<file path="src/design/gmv_pkg.sv">
// gmv_pkg: shared widths, codes and bounds of the grouped mean/variance block.
// Used by the channel interfaces and by the front, back and top modules.
package gmv_pkg;

  localparam int SCORE_W      = 7;
  localparam int SCORE_SQ_W   = 14;
  localparam logic [SCORE_W-1:0] SCORE_MAX = 7'd100;

  localparam int GROUP_NUM_W  = 8;
  localparam int COUNT_W      = 13;
  localparam int MEAN_W       = 15;
  localparam int VAR_W        = 20;

  localparam int FRAC_BITS    = 8;
  localparam int QUO_BITS     = 20;

  localparam longint unsigned MEAN_Q8_MAX = 64'd25600;
  localparam longint unsigned VAR_Q8_MAX  = 64'd640000;

  typedef enum logic {
    KIND_GROUP = 1'b0,
    KIND_ALL   = 1'b1
  } result_kind_t;

endpackage

</file>
<file path="src/design/gmv_in_if.sv">
// gmv_in_if: score sample channel (valid/ready plus one sample beat).
// Depends on gmv_pkg for field widths.
interface gmv_in_if;
  import gmv_pkg::*;

  logic               valid;
  logic               ready;
  logic [SCORE_W-1:0] score_value;
  logic               group_end;
  logic               all_end;

  modport source (output valid, output score_value, output group_end, output all_end,
                  input ready);
  modport sink   (input valid, input score_value, input group_end, input all_end,
                  output ready);
endinterface

</file>
<file path="src/design/gmv_out_if.sv">
// gmv_out_if: result channel (valid/ready plus one statistics beat).
// Depends on gmv_pkg for field widths.
interface gmv_out_if;
  import gmv_pkg::*;

  logic                   valid;
  logic                   ready;
  logic                   result_kind;
  logic [GROUP_NUM_W-1:0] group_number;
  logic [COUNT_W-1:0]     sample_count;
  logic [MEAN_W-1:0]      mean_q8;
  logic [VAR_W-1:0]       variance_q8;
  logic                   last_result;

  modport source (output valid, output result_kind, output group_number,
                  output sample_count, output mean_q8, output variance_q8,
                  output last_result, input ready);
  modport sink   (input valid, input result_kind, input group_number,
                  input sample_count, input mean_q8, input variance_q8,
                  input last_result, output ready);
endinterface

</file>
<file path="src/design/gmv_front.sv">
// gmv_front: accepts sample beats, saturates scores and accumulates sum,
// sum of squares and count; pushes a closed-group job. Depends on gmv_pkg, gmv_in_if.
module gmv_front #(
  parameter int MAX_GROUP_SIZE = 4096,
  localparam int CW  = $clog2(MAX_GROUP_SIZE + 1),
  localparam int SW  = CW + gmv_pkg::SCORE_W,
  localparam int SQW = CW + gmv_pkg::SCORE_SQ_W,
  localparam int JW  = 1 + CW + SW + SQW
) (
  input  logic          clk,
  input  logic          rst_n,
  gmv_in_if.sink        in_chan,
  input  logic          q_full,
  output logic          q_push,
  output logic [JW-1:0] q_data
);
  import gmv_pkg::*;

  logic [CW-1:0]         cnt_r, cnt_nxt;
  logic [SW-1:0]         sum_r, sum_nxt;
  logic [SQW-1:0]        sq_r, sq_nxt;
  logic [SCORE_W-1:0]    sc;
  logic [SCORE_SQ_W-1:0] sc_sq;
  logic                  take;
  logic                  accept;

  assign in_chan.ready = !q_full;
  assign accept        = in_chan.valid && !q_full;

  always_comb begin
    sc      = (in_chan.score_value > SCORE_MAX) ? SCORE_MAX : in_chan.score_value;
    sc_sq   = SCORE_SQ_W'(sc) * SCORE_SQ_W'(sc);
    take    = cnt_r < CW'(MAX_GROUP_SIZE);
    cnt_nxt = take ? cnt_r + CW'(1) : cnt_r;
    sum_nxt = take ? sum_r + SW'(sc) : sum_r;
    sq_nxt  = take ? sq_r + SQW'(sc_sq) : sq_r;
  end

  assign q_push = accept && in_chan.group_end;
  assign q_data = {in_chan.all_end, cnt_nxt, sum_nxt, sq_nxt};

  always_ff @(posedge clk) begin
    if (!rst_n) begin
      cnt_r <= '0;
      sum_r <= '0;
      sq_r  <= '0;
    end else if (accept) begin
      if (in_chan.group_end) begin
        cnt_r <= '0;
        sum_r <= '0;
        sq_r  <= '0;
      end else begin
        cnt_r <= cnt_nxt;
        sum_r <= sum_nxt;
        sq_r  <= sq_nxt;
      end
    end
  end

endmodule

</file>
<file path="src/design/gmv_queue.sv">
// gmv_queue: two-entry job queue between the front and the back.
// Standalone; payload width is a parameter.
module gmv_queue #(
  parameter int W = 59
) (
  input  logic         clk,
  input  logic         rst_n,
  input  logic         push,
  input  logic [W-1:0] push_data,
  output logic         full,
  input  logic         pop,
  output logic         head_valid,
  output logic [W-1:0] head_data
);

  logic [W-1:0] slots_r [2];
  logic         wr_ptr_r;
  logic         rd_ptr_r;
  logic [1:0]   cnt_r;

  assign full       = cnt_r == 2'd2;
  assign head_valid = cnt_r != 2'd0;
  assign head_data  = slots_r[rd_ptr_r];

  always_ff @(posedge clk) begin
    if (push) begin
      slots_r[wr_ptr_r] <= push_data;
    end
  end

  always_ff @(posedge clk) begin
    if (!rst_n) begin
      wr_ptr_r <= 1'b0;
      rd_ptr_r <= 1'b0;
      cnt_r    <= 2'd0;
    end else begin
      if (push) begin
        wr_ptr_r <= !wr_ptr_r;
      end
      if (pop) begin
        rd_ptr_r <= !rd_ptr_r;
      end
      case ({push, pop})
        2'b10:   cnt_r <= cnt_r + 2'd1;
        2'b01:   cnt_r <= cnt_r - 2'd1;
        default: cnt_r <= cnt_r;
      endcase
    end
  end

endmodule

</file>
<file path="src/design/gmv_div.sv">
// gmv_div: restoring divider, one quotient bit per cycle.
// Quotient must be known to fit in QB bits. Standalone.
module gmv_div #(
  parameter int DW = 27,
  parameter int VW = 13,
  parameter int QB = 20
) (
  input  logic          clk,
  input  logic          rst_n,
  input  logic          start,
  input  logic [DW-1:0] dividend,
  input  logic [VW-1:0] divisor,
  output logic          done,
  output logic [QB-1:0] quotient
);

  localparam int XW   = (DW > VW + QB) ? DW : VW + QB;
  localparam int CNTW = $clog2(QB + 1);

  logic [XW-1:0]   rem_r;
  logic [XW-1:0]   dsh_r;
  logic [QB-1:0]   q_r;
  logic [CNTW-1:0] cnt_r;
  logic            busy_r;
  logic            done_r;
  logic            ge;

  assign ge       = rem_r >= dsh_r;
  assign done     = done_r;
  assign quotient = q_r;

  always_ff @(posedge clk) begin
    if (!rst_n) begin
      busy_r <= 1'b0;
      done_r <= 1'b0;
      cnt_r  <= '0;
    end else begin
      done_r <= busy_r && !start && (cnt_r == CNTW'(1));
      if (start) begin
        rem_r  <= XW'(dividend);
        dsh_r  <= XW'(divisor) << (QB - 1);
        q_r    <= '0;
        cnt_r  <= CNTW'(QB);
        busy_r <= 1'b1;
      end else if (busy_r) begin
        if (ge) begin
          rem_r <= rem_r - dsh_r;
        end
        q_r   <= {q_r[QB-2:0], ge};
        dsh_r <= dsh_r >> 1;
        cnt_r <= cnt_r - CNTW'(1);
        if (cnt_r == CNTW'(1)) begin
          busy_r <= 1'b0;
        end
      end
    end
  end

endmodule

</file>
<file path="src/design/gmv_back.sv">
// gmv_back: per-group sequencer; shared multiplier, two dividers, running totals
// and the output register. Depends on gmv_pkg, gmv_div, gmv_out_if.
module gmv_back #(
  parameter int MAX_GROUP_SIZE = 4096,
  parameter int MAX_GROUPS     = 256,
  localparam int CW  = $clog2(MAX_GROUP_SIZE + 1),
  localparam int SW  = CW + gmv_pkg::SCORE_W,
  localparam int SQW = CW + gmv_pkg::SCORE_SQ_W,
  localparam int JW  = 1 + CW + SW + SQW
) (
  input  logic          clk,
  input  logic          rst_n,
  input  logic          job_valid,
  input  logic [JW-1:0] job_data,
  output logic          job_pop,
  gmv_out_if.source     out_chan
);
  import gmv_pkg::*;

  localparam int GW  = $clog2(MAX_GROUPS + 1);
  localparam int PW  = CW + SQW;
  localparam int SSW = 2 * SW;
  localparam int NNW = 2 * CW;
  localparam int MA  = SW;
  localparam int MB  = SQW;
  localparam int TMW = $clog2(MAX_GROUPS * MEAN_Q8_MAX + 1);
  localparam int TVW = $clog2(MAX_GROUPS * VAR_Q8_MAX + 1);
  localparam int DMW = (SW + FRAC_BITS > TMW) ? SW + FRAC_BITS : TMW;
  localparam int VMW = (CW > GW) ? CW : GW;
  localparam int DVW = (PW + FRAC_BITS > TVW) ? PW + FRAC_BITS : TVW;
  localparam int VVW = (NNW > GW) ? NNW : GW;

  typedef enum logic [3:0] {
    S_IDLE, S_MUL_NSQ, S_MUL_SS, S_MUL_NN, S_DIV_GRP,
    S_WAIT_GRP, S_EMIT_GRP, S_WAIT_ALL, S_EMIT_ALL
  } state_t;

  state_t                 state_r;
  logic [CW-1:0]          n_r;
  logic [SW-1:0]          s_r;
  logic [SQW-1:0]         sq_r;
  logic                   aend_r;
  logic [PW-1:0]          nsq_r;
  logic [SSW-1:0]         ss_r;
  logic [NNW-1:0]         nn_r;
  logic [QUO_BITS-1:0]    mean_r;
  logic [QUO_BITS-1:0]    var_r;
  logic [GROUP_NUM_W-1:0] num_r;
  logic [TMW-1:0]         tot_m_r;
  logic [TVW-1:0]         tot_v_r;
  logic [GW-1:0]          gdone_r;

  logic                   out_valid_r;
  logic                   out_kind_r;
  logic [GROUP_NUM_W-1:0] out_num_r;
  logic [COUNT_W-1:0]     out_cnt_r;
  logic [MEAN_W-1:0]      out_mean_r;
  logic [VAR_W-1:0]       out_var_r;
  logic                   out_last_r;

  logic [MA-1:0]          ma;
  logic [MB-1:0]          mb;
  logic [MA+MB-1:0]       prod;
  logic [PW-1:0]          diff;
  logic                   slot_free;
  logic                   emit;
  logic                   div_start;
  logic                   div_all;
  logic [DMW-1:0]         dm_dividend;
  logic [VMW-1:0]         dm_divisor;
  logic [DVW-1:0]         dv_dividend;
  logic [VVW-1:0]         dv_divisor;
  logic                   dm_done;
  logic                   dv_done;
  logic [QUO_BITS-1:0]    qm;
  logic [QUO_BITS-1:0]    qv;

  assign out_chan.valid        = out_valid_r;
  assign out_chan.result_kind  = out_kind_r;
  assign out_chan.group_number = out_num_r;
  assign out_chan.sample_count = out_cnt_r;
  assign out_chan.mean_q8      = out_mean_r;
  assign out_chan.variance_q8  = out_var_r;
  assign out_chan.last_result  = out_last_r;

  assign slot_free = !out_valid_r || out_chan.ready;
  assign emit      = slot_free && ((state_r == S_EMIT_GRP) || (state_r == S_EMIT_ALL));
  assign job_pop   = (state_r == S_IDLE) && job_valid;

  always_comb begin
    case (state_r)
      S_MUL_SS: begin
        ma = s_r;
        mb = MB'(s_r);
      end
      S_MUL_NN: begin
        ma = MA'(n_r);
        mb = MB'(n_r);
      end
      default: begin
        ma = MA'(n_r);
        mb = sq_r;
      end
    endcase
  end

  assign prod = (MA+MB)'(ma) * (MA+MB)'(mb);
  assign diff = nsq_r - PW'(ss_r);

  assign div_all   = state_r == S_EMIT_GRP;
  assign div_start = (state_r == S_DIV_GRP) || (div_all && slot_free && aend_r);

  assign dm_dividend = div_all ? DMW'(tot_m_r) : DMW'({s_r, {FRAC_BITS{1'b0}}});
  assign dm_divisor  = div_all ? VMW'(gdone_r) : VMW'(n_r);
  assign dv_dividend = div_all ? DVW'(tot_v_r) : DVW'({diff, {FRAC_BITS{1'b0}}});
  assign dv_divisor  = div_all ? VVW'(gdone_r) : VVW'(nn_r);

  gmv_div #(.DW(DMW), .VW(VMW), .QB(QUO_BITS)) u_div_mean (
    .clk      (clk),
    .rst_n    (rst_n),
    .start    (div_start),
    .dividend (dm_dividend),
    .divisor  (dm_divisor),
    .done     (dm_done),
    .quotient (qm)
  );

  gmv_div #(.DW(DVW), .VW(VVW), .QB(QUO_BITS)) u_div_var (
    .clk      (clk),
    .rst_n    (rst_n),
    .start    (div_start),
    .dividend (dv_dividend),
    .divisor  (dv_divisor),
    .done     (dv_done),
    .quotient (qv)
  );

  always_ff @(posedge clk) begin
    if (!rst_n) begin
      state_r     <= S_IDLE;
      out_valid_r <= 1'b0;
      tot_m_r     <= '0;
      tot_v_r     <= '0;
      gdone_r     <= '0;
    end else begin
      if (emit) begin
        out_valid_r <= 1'b1;
      end else if (out_chan.ready) begin
        out_valid_r <= 1'b0;
      end
      case (state_r)
        S_IDLE: begin
          if (job_valid) begin
            {aend_r, n_r, s_r, sq_r} <= job_data;
            state_r <= S_MUL_NSQ;
          end
        end
        S_MUL_NSQ: begin
          nsq_r   <= PW'(prod);
          state_r <= S_MUL_SS;
        end
        S_MUL_SS: begin
          ss_r    <= SSW'(prod);
          state_r <= S_MUL_NN;
        end
        S_MUL_NN: begin
          nn_r    <= NNW'(prod);
          state_r <= S_DIV_GRP;
        end
        S_DIV_GRP: begin
          state_r <= S_WAIT_GRP;
        end
        S_WAIT_GRP: begin
          if (dm_done && dv_done) begin
            mean_r <= qm;
            var_r  <= qv;
            if (gdone_r < GW'(MAX_GROUPS)) begin
              num_r   <= GROUP_NUM_W'(gdone_r);
              gdone_r <= gdone_r + GW'(1);
              tot_m_r <= tot_m_r + TMW'(qm);
              tot_v_r <= tot_v_r + TVW'(qv);
            end else begin
              num_r <= GROUP_NUM_W'(MAX_GROUPS - 1);
            end
            state_r <= S_EMIT_GRP;
          end
        end
        S_EMIT_GRP: begin
          if (slot_free) begin
            out_kind_r  <= KIND_GROUP;
            out_num_r   <= num_r;
            out_cnt_r   <= COUNT_W'(n_r);
            out_mean_r  <= MEAN_W'(mean_r);
            out_var_r   <= VAR_W'(var_r);
            out_last_r  <= !aend_r;
            state_r     <= aend_r ? S_WAIT_ALL : S_IDLE;
          end
        end
        S_WAIT_ALL: begin
          if (dm_done && dv_done) begin
            mean_r  <= qm;
            var_r   <= qv;
            state_r <= S_EMIT_ALL;
          end
        end
        S_EMIT_ALL: begin
          if (slot_free) begin
            out_kind_r  <= KIND_ALL;
            out_num_r   <= GROUP_NUM_W'(gdone_r - GW'(1));
            out_cnt_r   <= COUNT_W'(gdone_r);
            out_mean_r  <= MEAN_W'(mean_r);
            out_var_r   <= VAR_W'(var_r);
            out_last_r  <= 1'b1;
            tot_m_r     <= '0;
            tot_v_r     <= '0;
            gdone_r     <= '0;
            state_r     <= S_IDLE;
          end
        end
        default: begin
          state_r <= S_IDLE;
        end
      endcase
    end
  end

endmodule

</file>
<file path="src/design/grouped_mean_variance.sv">
// grouped_mean_variance: top level; front accumulator, job queue and back sequencer.
// Depends on gmv_pkg, gmv_in_if, gmv_out_if, gmv_front, gmv_queue, gmv_back.
//
// Samples are accepted one beat per cycle while the queue is not full; sum, sum of
// squares and count build up in the front with no stall. A beat with group_end
// closes the group and queues it (two closed groups fit in the queue;
// in_chan.ready drops while it is full). For each closed group the back forms
// n*sumsq, sum^2 and n^2 in turn on the shared multiplier, then runs the
// bit-per-cycle dividers for the Q8 mean and variance, then loads the output
// register. A group with all_end runs the dividers again for the overall averages.
// Groups shorter than the back-end time fill the queue and stall the input.
// Results sit in an output register, so the back keeps going while the sink stalls
// until its next result is ready.
module grouped_mean_variance #(
  parameter int MAX_GROUP_SIZE = 4096,
  parameter int MAX_GROUPS     = 256
) (
  input  logic      clk,
  input  logic      rst_n,
  gmv_in_if.sink    in_chan,
  gmv_out_if.source out_chan
);
  import gmv_pkg::*;

  localparam int CW  = $clog2(MAX_GROUP_SIZE + 1);
  localparam int JW  = 1 + CW + (CW + SCORE_W) + (CW + SCORE_SQ_W);

  logic          q_push;
  logic [JW-1:0] q_push_data;
  logic          q_full;
  logic          q_pop;
  logic          q_valid;
  logic [JW-1:0] q_head;

  gmv_front #(.MAX_GROUP_SIZE(MAX_GROUP_SIZE)) u_front (
    .clk     (clk),
    .rst_n   (rst_n),
    .in_chan (in_chan),
    .q_full  (q_full),
    .q_push  (q_push),
    .q_data  (q_push_data)
  );

  gmv_queue #(.W(JW)) u_queue (
    .clk        (clk),
    .rst_n      (rst_n),
    .push       (q_push),
    .push_data  (q_push_data),
    .full       (q_full),
    .pop        (q_pop),
    .head_valid (q_valid),
    .head_data  (q_head)
  );

  gmv_back #(.MAX_GROUP_SIZE(MAX_GROUP_SIZE), .MAX_GROUPS(MAX_GROUPS)) u_back (
    .clk       (clk),
    .rst_n     (rst_n),
    .job_valid (q_valid),
    .job_data  (q_head),
    .job_pop   (q_pop),
    .out_chan  (out_chan)
  );

endmodule

</file>
<file path="src/flat_wrapper.sv">
// flat-port wrapper written by rule: the top's interface ports become plain ports
module grouped_mean_variance_flat import gmv_pkg::*;
#(
  parameter int MAX_GROUP_SIZE = 4096,
  parameter int MAX_GROUPS     = 256
)
  (clk, rst_n, in_chan_valid, in_chan_score_value, in_chan_group_end, in_chan_all_end, in_chan_ready, out_chan_valid, out_chan_result_kind, out_chan_group_number, out_chan_sample_count, out_chan_mean_q8, out_chan_variance_q8, out_chan_last_result, out_chan_ready);
  gmv_in_if in_chan_i ();
  gmv_out_if out_chan_i ();
  input  logic clk;
  input  logic rst_n;
  input wire logic [$bits(in_chan_i.valid)-1:0] in_chan_valid;
  input wire logic [$bits(in_chan_i.score_value)-1:0] in_chan_score_value;
  input wire logic [$bits(in_chan_i.group_end)-1:0] in_chan_group_end;
  input wire logic [$bits(in_chan_i.all_end)-1:0] in_chan_all_end;
  output wire logic [$bits(in_chan_i.ready)-1:0] in_chan_ready;
  output wire logic [$bits(out_chan_i.valid)-1:0] out_chan_valid;
  output wire logic [$bits(out_chan_i.result_kind)-1:0] out_chan_result_kind;
  output wire logic [$bits(out_chan_i.group_number)-1:0] out_chan_group_number;
  output wire logic [$bits(out_chan_i.sample_count)-1:0] out_chan_sample_count;
  output wire logic [$bits(out_chan_i.mean_q8)-1:0] out_chan_mean_q8;
  output wire logic [$bits(out_chan_i.variance_q8)-1:0] out_chan_variance_q8;
  output wire logic [$bits(out_chan_i.last_result)-1:0] out_chan_last_result;
  input wire logic [$bits(out_chan_i.ready)-1:0] out_chan_ready;
  assign in_chan_i.valid = in_chan_valid;
  assign in_chan_i.score_value = in_chan_score_value;
  assign in_chan_i.group_end = in_chan_group_end;
  assign in_chan_i.all_end = in_chan_all_end;
  assign in_chan_ready = in_chan_i.ready;
  assign out_chan_valid = out_chan_i.valid;
  assign out_chan_result_kind = out_chan_i.result_kind;
  assign out_chan_group_number = out_chan_i.group_number;
  assign out_chan_sample_count = out_chan_i.sample_count;
  assign out_chan_mean_q8 = out_chan_i.mean_q8;
  assign out_chan_variance_q8 = out_chan_i.variance_q8;
  assign out_chan_last_result = out_chan_i.last_result;
  assign out_chan_i.ready = out_chan_ready;
  grouped_mean_variance #(.MAX_GROUP_SIZE(MAX_GROUP_SIZE), .MAX_GROUPS(MAX_GROUPS)) u_core (.clk(clk), .rst_n(rst_n), .in_chan(in_chan_i), .out_chan(out_chan_i));
endmodule
</file>
<file path="config.mk">
export PLATFORM = sky130hd
export DESIGN_NAME = grouped_mean_variance_flat
export DESIGN_NICKNAME = d
export VERILOG_FILES = /design/src/design/gmv_pkg.sv /design/src/design/gmv_in_if.sv /design/src/design/gmv_out_if.sv /design/src/design/gmv_front.sv /design/src/design/gmv_queue.sv /design/src/design/gmv_div.sv /design/src/design/gmv_back.sv /design/src/design/grouped_mean_variance.sv /design/src/flat_wrapper.sv
export SDC_FILE = /design/constraint.sdc
export NUM_CORES = 2
export LEC_CHECK = 0
export ABC_AREA = 1
export BUFFER_PORTS_ARGS = -buffer_cell sky130_fd_sc_hd__buf_2
export CAP_MARGIN = 20
export CORE_ASPECT_RATIO = 2
export CORE_MARGIN = 2
export CORE_UTILIZATION = 60
export CTS_BUF_LIST = sky130_fd_sc_hd__clkbuf_8
export DETAILED_ROUTE_END_ITERATION = 10
export GPL_ROUTABILITY_DRIVEN = 0
export PLACE_DENSITY = 0.76
export REMOVE_ABC_BUFFERS = 1
export SLEW_MARGIN = 20
export SYNTH_ARGS = -nofsm -noshare
export SYNTH_HDL_FRONTEND = slang
export SYNTH_HIERARCHICAL = 1
export SYNTH_SLANG_ARGS = --single-unit
export TNS_END_PERCENT = 5
</file>
<file path="constraint.sdc">
create_clock -name clk -period 15.9 [get_ports clk]
set_input_delay 3.975 -clock clk [delete_from_list [all_inputs] [get_ports clk]]
set_output_delay 3.975 -clock clk [all_outputs]
set_load 0.05 [all_outputs]
</file>
==> run metrics <==
DIE WIDTH=231 µm; crit-path max FO=20; area of the multi-input gates=roughly 34000 µm²; Root Driver=clkbuf_8; post-synthesis xor/xnor area fraction=1.05%; final setup vio count=0; DR iter-0 viols=4739; hold path startpoint=u_core/u_back/mean_r[7]; Yosys reg bits=between 700 and 800; cell family with the largest share of critical-path delay=adder cells; Synth async-reset ratio=0%; Post-CTS Resized=0; unrepaired setup endpoints after global routing=no; Post-DP HPWL=147 mm; Post-synth EDFFs=around 590; CP required=16.43 ns; Setup Buffers After CTS=0; post-synthesis mux area share=under 10%; commonest non-fill, non-tap cell in the layout=nand2_1; TritonCTS clock tree=done; most frequent cells in the layout=nand2_1, inv_1, nor2_1; largest family of logic cells by synthesized area=simple AND/OR/NAND/NOR gates; Tot GR Track Use=a little under two fifths; Synth Area per Inst=7.82 µm²; R2R setup slack=7.08 ns; Vias=53300; status=finished, final reports clean; NumNets Final=8751; vias in the first global route=54700; Layout fillers=8742; hold endpoint=u_core/u_back/out_chan.mean_q8[7]; CP Cell Sequence=nor2_4 -> nand2_4 -> inv_2 -> o21ai_2 -> inv_1 -> nand2_1 -> inv_1 -> fa_1 -> inv_1 -> fa_1 -> inv_1 -> fa_1 -> fa_1 -> fa_1 -> fa_1 -> inv_1 -> fa_1 -> inv_1 -> ha_1 -> nand2_1 -> o21ai_1 -> o21ai_0 -> nand3_1 -> xor2_1; Core Area=102000 µm²; register area share after synthesis=33.3%; hold path cells=0; IO Port Bufs=slightly above 70; Die H=457 µm; Max Cap Viol=0; Setup Crit Path Kind=flop to flop; Top FF cell, synth=edfxtp_1; first-pass GRT wire length=between 200 and 300 mm; Mapped Area=61600 µm²; fraction of layout cells with a size suffix above 1=approximately 7.7%; Slew @ Worst Pin=roughly 1.2 ns; Buffers & Inverters on Critical Path=7; Hold WC Path Type=flop to flop; Worst-path clk slew=0.07 ns; most used cell, CP=fa_1; fmax=0.113 GHz; final hold vios=0; Post-Synthesis Cells=between 7000 and 8000; routed wire length=a little under 200 mm; Slowest cell on crit path=o21ai_1; Crit. End Element=flop; die area=105000 µm²; wire per inst=20.8 µm; clk sinks=732; Final ANT Viol Nets=0; worst r2r dst=u_core/u_back/ss_r[24]; clock latency at the later pin of the worst-skew pair=about 0.84 ns; Synth Area in Simple Gates=approximately 26%; Yosys cell types=63; minimum clock period=between 8 and 9 ns; htree depth=3; Core Rows=166; Critical Path Max Stage Delay=0.76 ns; grt ovf=0; yosys warns=6; largest net degree at the start of global routing=84; Reg area=20500 µm²; R2R cell count=24; FF-to-FF Start=u_core/u_back/state_r[0]; CTS max path bufs=3; Slew headroom=17.3%; DRC Markers=0; Post-CTS Hold Buffers=0; clk_skew=0.0838 ns; Via density=5.68; fin crit share=55.5%; Post-Synth Adder-Cell Area=a little over a fifth; compound-cell area share of the yosys netlist=5.41%; DRT Pass-1 Iters=9; initial antenna violation count=6; # IOs=73; crit path DAT=9.35 ns; Worst setup SP type=flop; CTS buffer count=between 100 and 150; Initial Utilization=60.4%; synthesis-to-finish area growth=6.23%; fin. max-slew vios=0; setup TNS=0 ns
cells in the mapped netlist, drive strengths merged, types with 61 or more instances:
cell,n,area (µm²)
nor2,782,3190
o21ai,214,1140
clkbuf,69,259
nand4,65,407
ha,324,4050
edfxtp,588,17700
nand2,2427,9250
buf,107,703
inv,1655,6210
mux2,61,912
dfxtp,144,2880
fa,458,9170
a21oi,330,1690
nand3,351,1870
kinds of logic after synthesis:
| kind of cell | after synthesis |
|---|---|
| AOI/OAI and AO/OA | 611 |
| xor gates and xnor gates | 74 |
| adders and majority gates | 782 |
| buffers and inverters | 1835 |
| DFF | 732 |
| muxes | 61 |
| other | 2 |
| and+or+nand+nor | 3785 |
sequential cells by signal, indices dropped and copies added (netlist names), 15 cells and up, named ones only:
signal                              cells
u_core/u_back/ss_r                     40
u_core/u_back/u_div_mean/quotient      20
u_core/u_back/sq_r                     27
u_core/u_back/u_div_var/rem_r          48
u_core/u_back/nsq_r                    40
u_core/u_back/u_div_var/quotient       20
u_core/u_back/u_div_mean/dsh_r         32
u_core/u_back/mean_r                   15
u_core/u_back/s_r                      20
u_core/u_front/sum_r                   20
u_core/u_back/tot_v_r                  28
u_core/u_back/var_r                    20
u_core/u_back/out_chan.variance_q8     20
u_core/u_back/tot_m_r                  23
u_core/u_front/sq_r                    27
u_core/u_back/u_div_mean/rem_r         33
u_core/u_back/nn_r                     26
u_core/u_back/u_div_var/dsh_r          45
u_core/u_back/out_chan.mean_q8         15
u_core/u_queue/slots_r                122
stage by stage:
stage	instance area (µm²)	setup slack, ns	hold slack (ns)	utilization (%)	cells
3_5_place_dp	63300	7.03	0.405	62.1	9197
3_3_place_gp	63300	7.14	0.403	62.0	9195
5_1_grt	65400	6.88	0.430	64.2	9389
2_1_floorplan	60700	-14.37	0.400	-	7725
4_1_cts	65400	7.43	0.419	64.2	9386
6_report	65400	7.08	0.418	64.2	9389
worst max path at each step:
stage	slack (ns)	cells past startpoint	startpoint	end
3_3_place_gp	7.14	28	in_chan_score_value[2]	u_core/u_front/sq_r[17]
6_report	7.08	24	u_core/u_back/state_r[0]	u_core/u_back/ss_r[24]
2_1_floorplan	-14.37	6	out_chan_ready	u_core/u_back/u_div_var/rem_r[0]
4_1_cts	7.43	27	u_core/u_back/state_r[1]	u_core/u_back/ss_r[24]
5_1_grt	6.88	27	u_core/u_back/state_r[1]	u_core/u_back/ss_r[36]
3_5_place_dp	7.03	26	in_chan_score_value[2]	u_core/u_front/sq_r[18]
area by class of cell:
| type | instances | share of cell area (%) |
|---|---|---|
| antenna | 3 | 0.0115 |
| clock buffer | 106 | 2.23 |
| clock inverter | 83 | 1.01 |
| inverter | 1659 | 9.52 |
| multi-input combinational | 5334 | 52.0 |
| sequential | 732 | 31.4 |
| tap | 1344 | 2.57 |
| timing repair buffer | 128 | 1.23 |
layer usage:
metal / GRT usage [%] / wire length [µm] / up-vias
met5: 0 / 38 / -
met4: 35.3 / 22200 / 6
met3: 8.45 / 15700 / 1153
met2: 66.1 / 97300 / 2820
met1: 35.8 / 59800 / 24900
li1: - / - / 24400
Power is left out: the tool's default activity adds up to more than one toggle a clock period on the data nets, which glitch-free logic cannot reach.
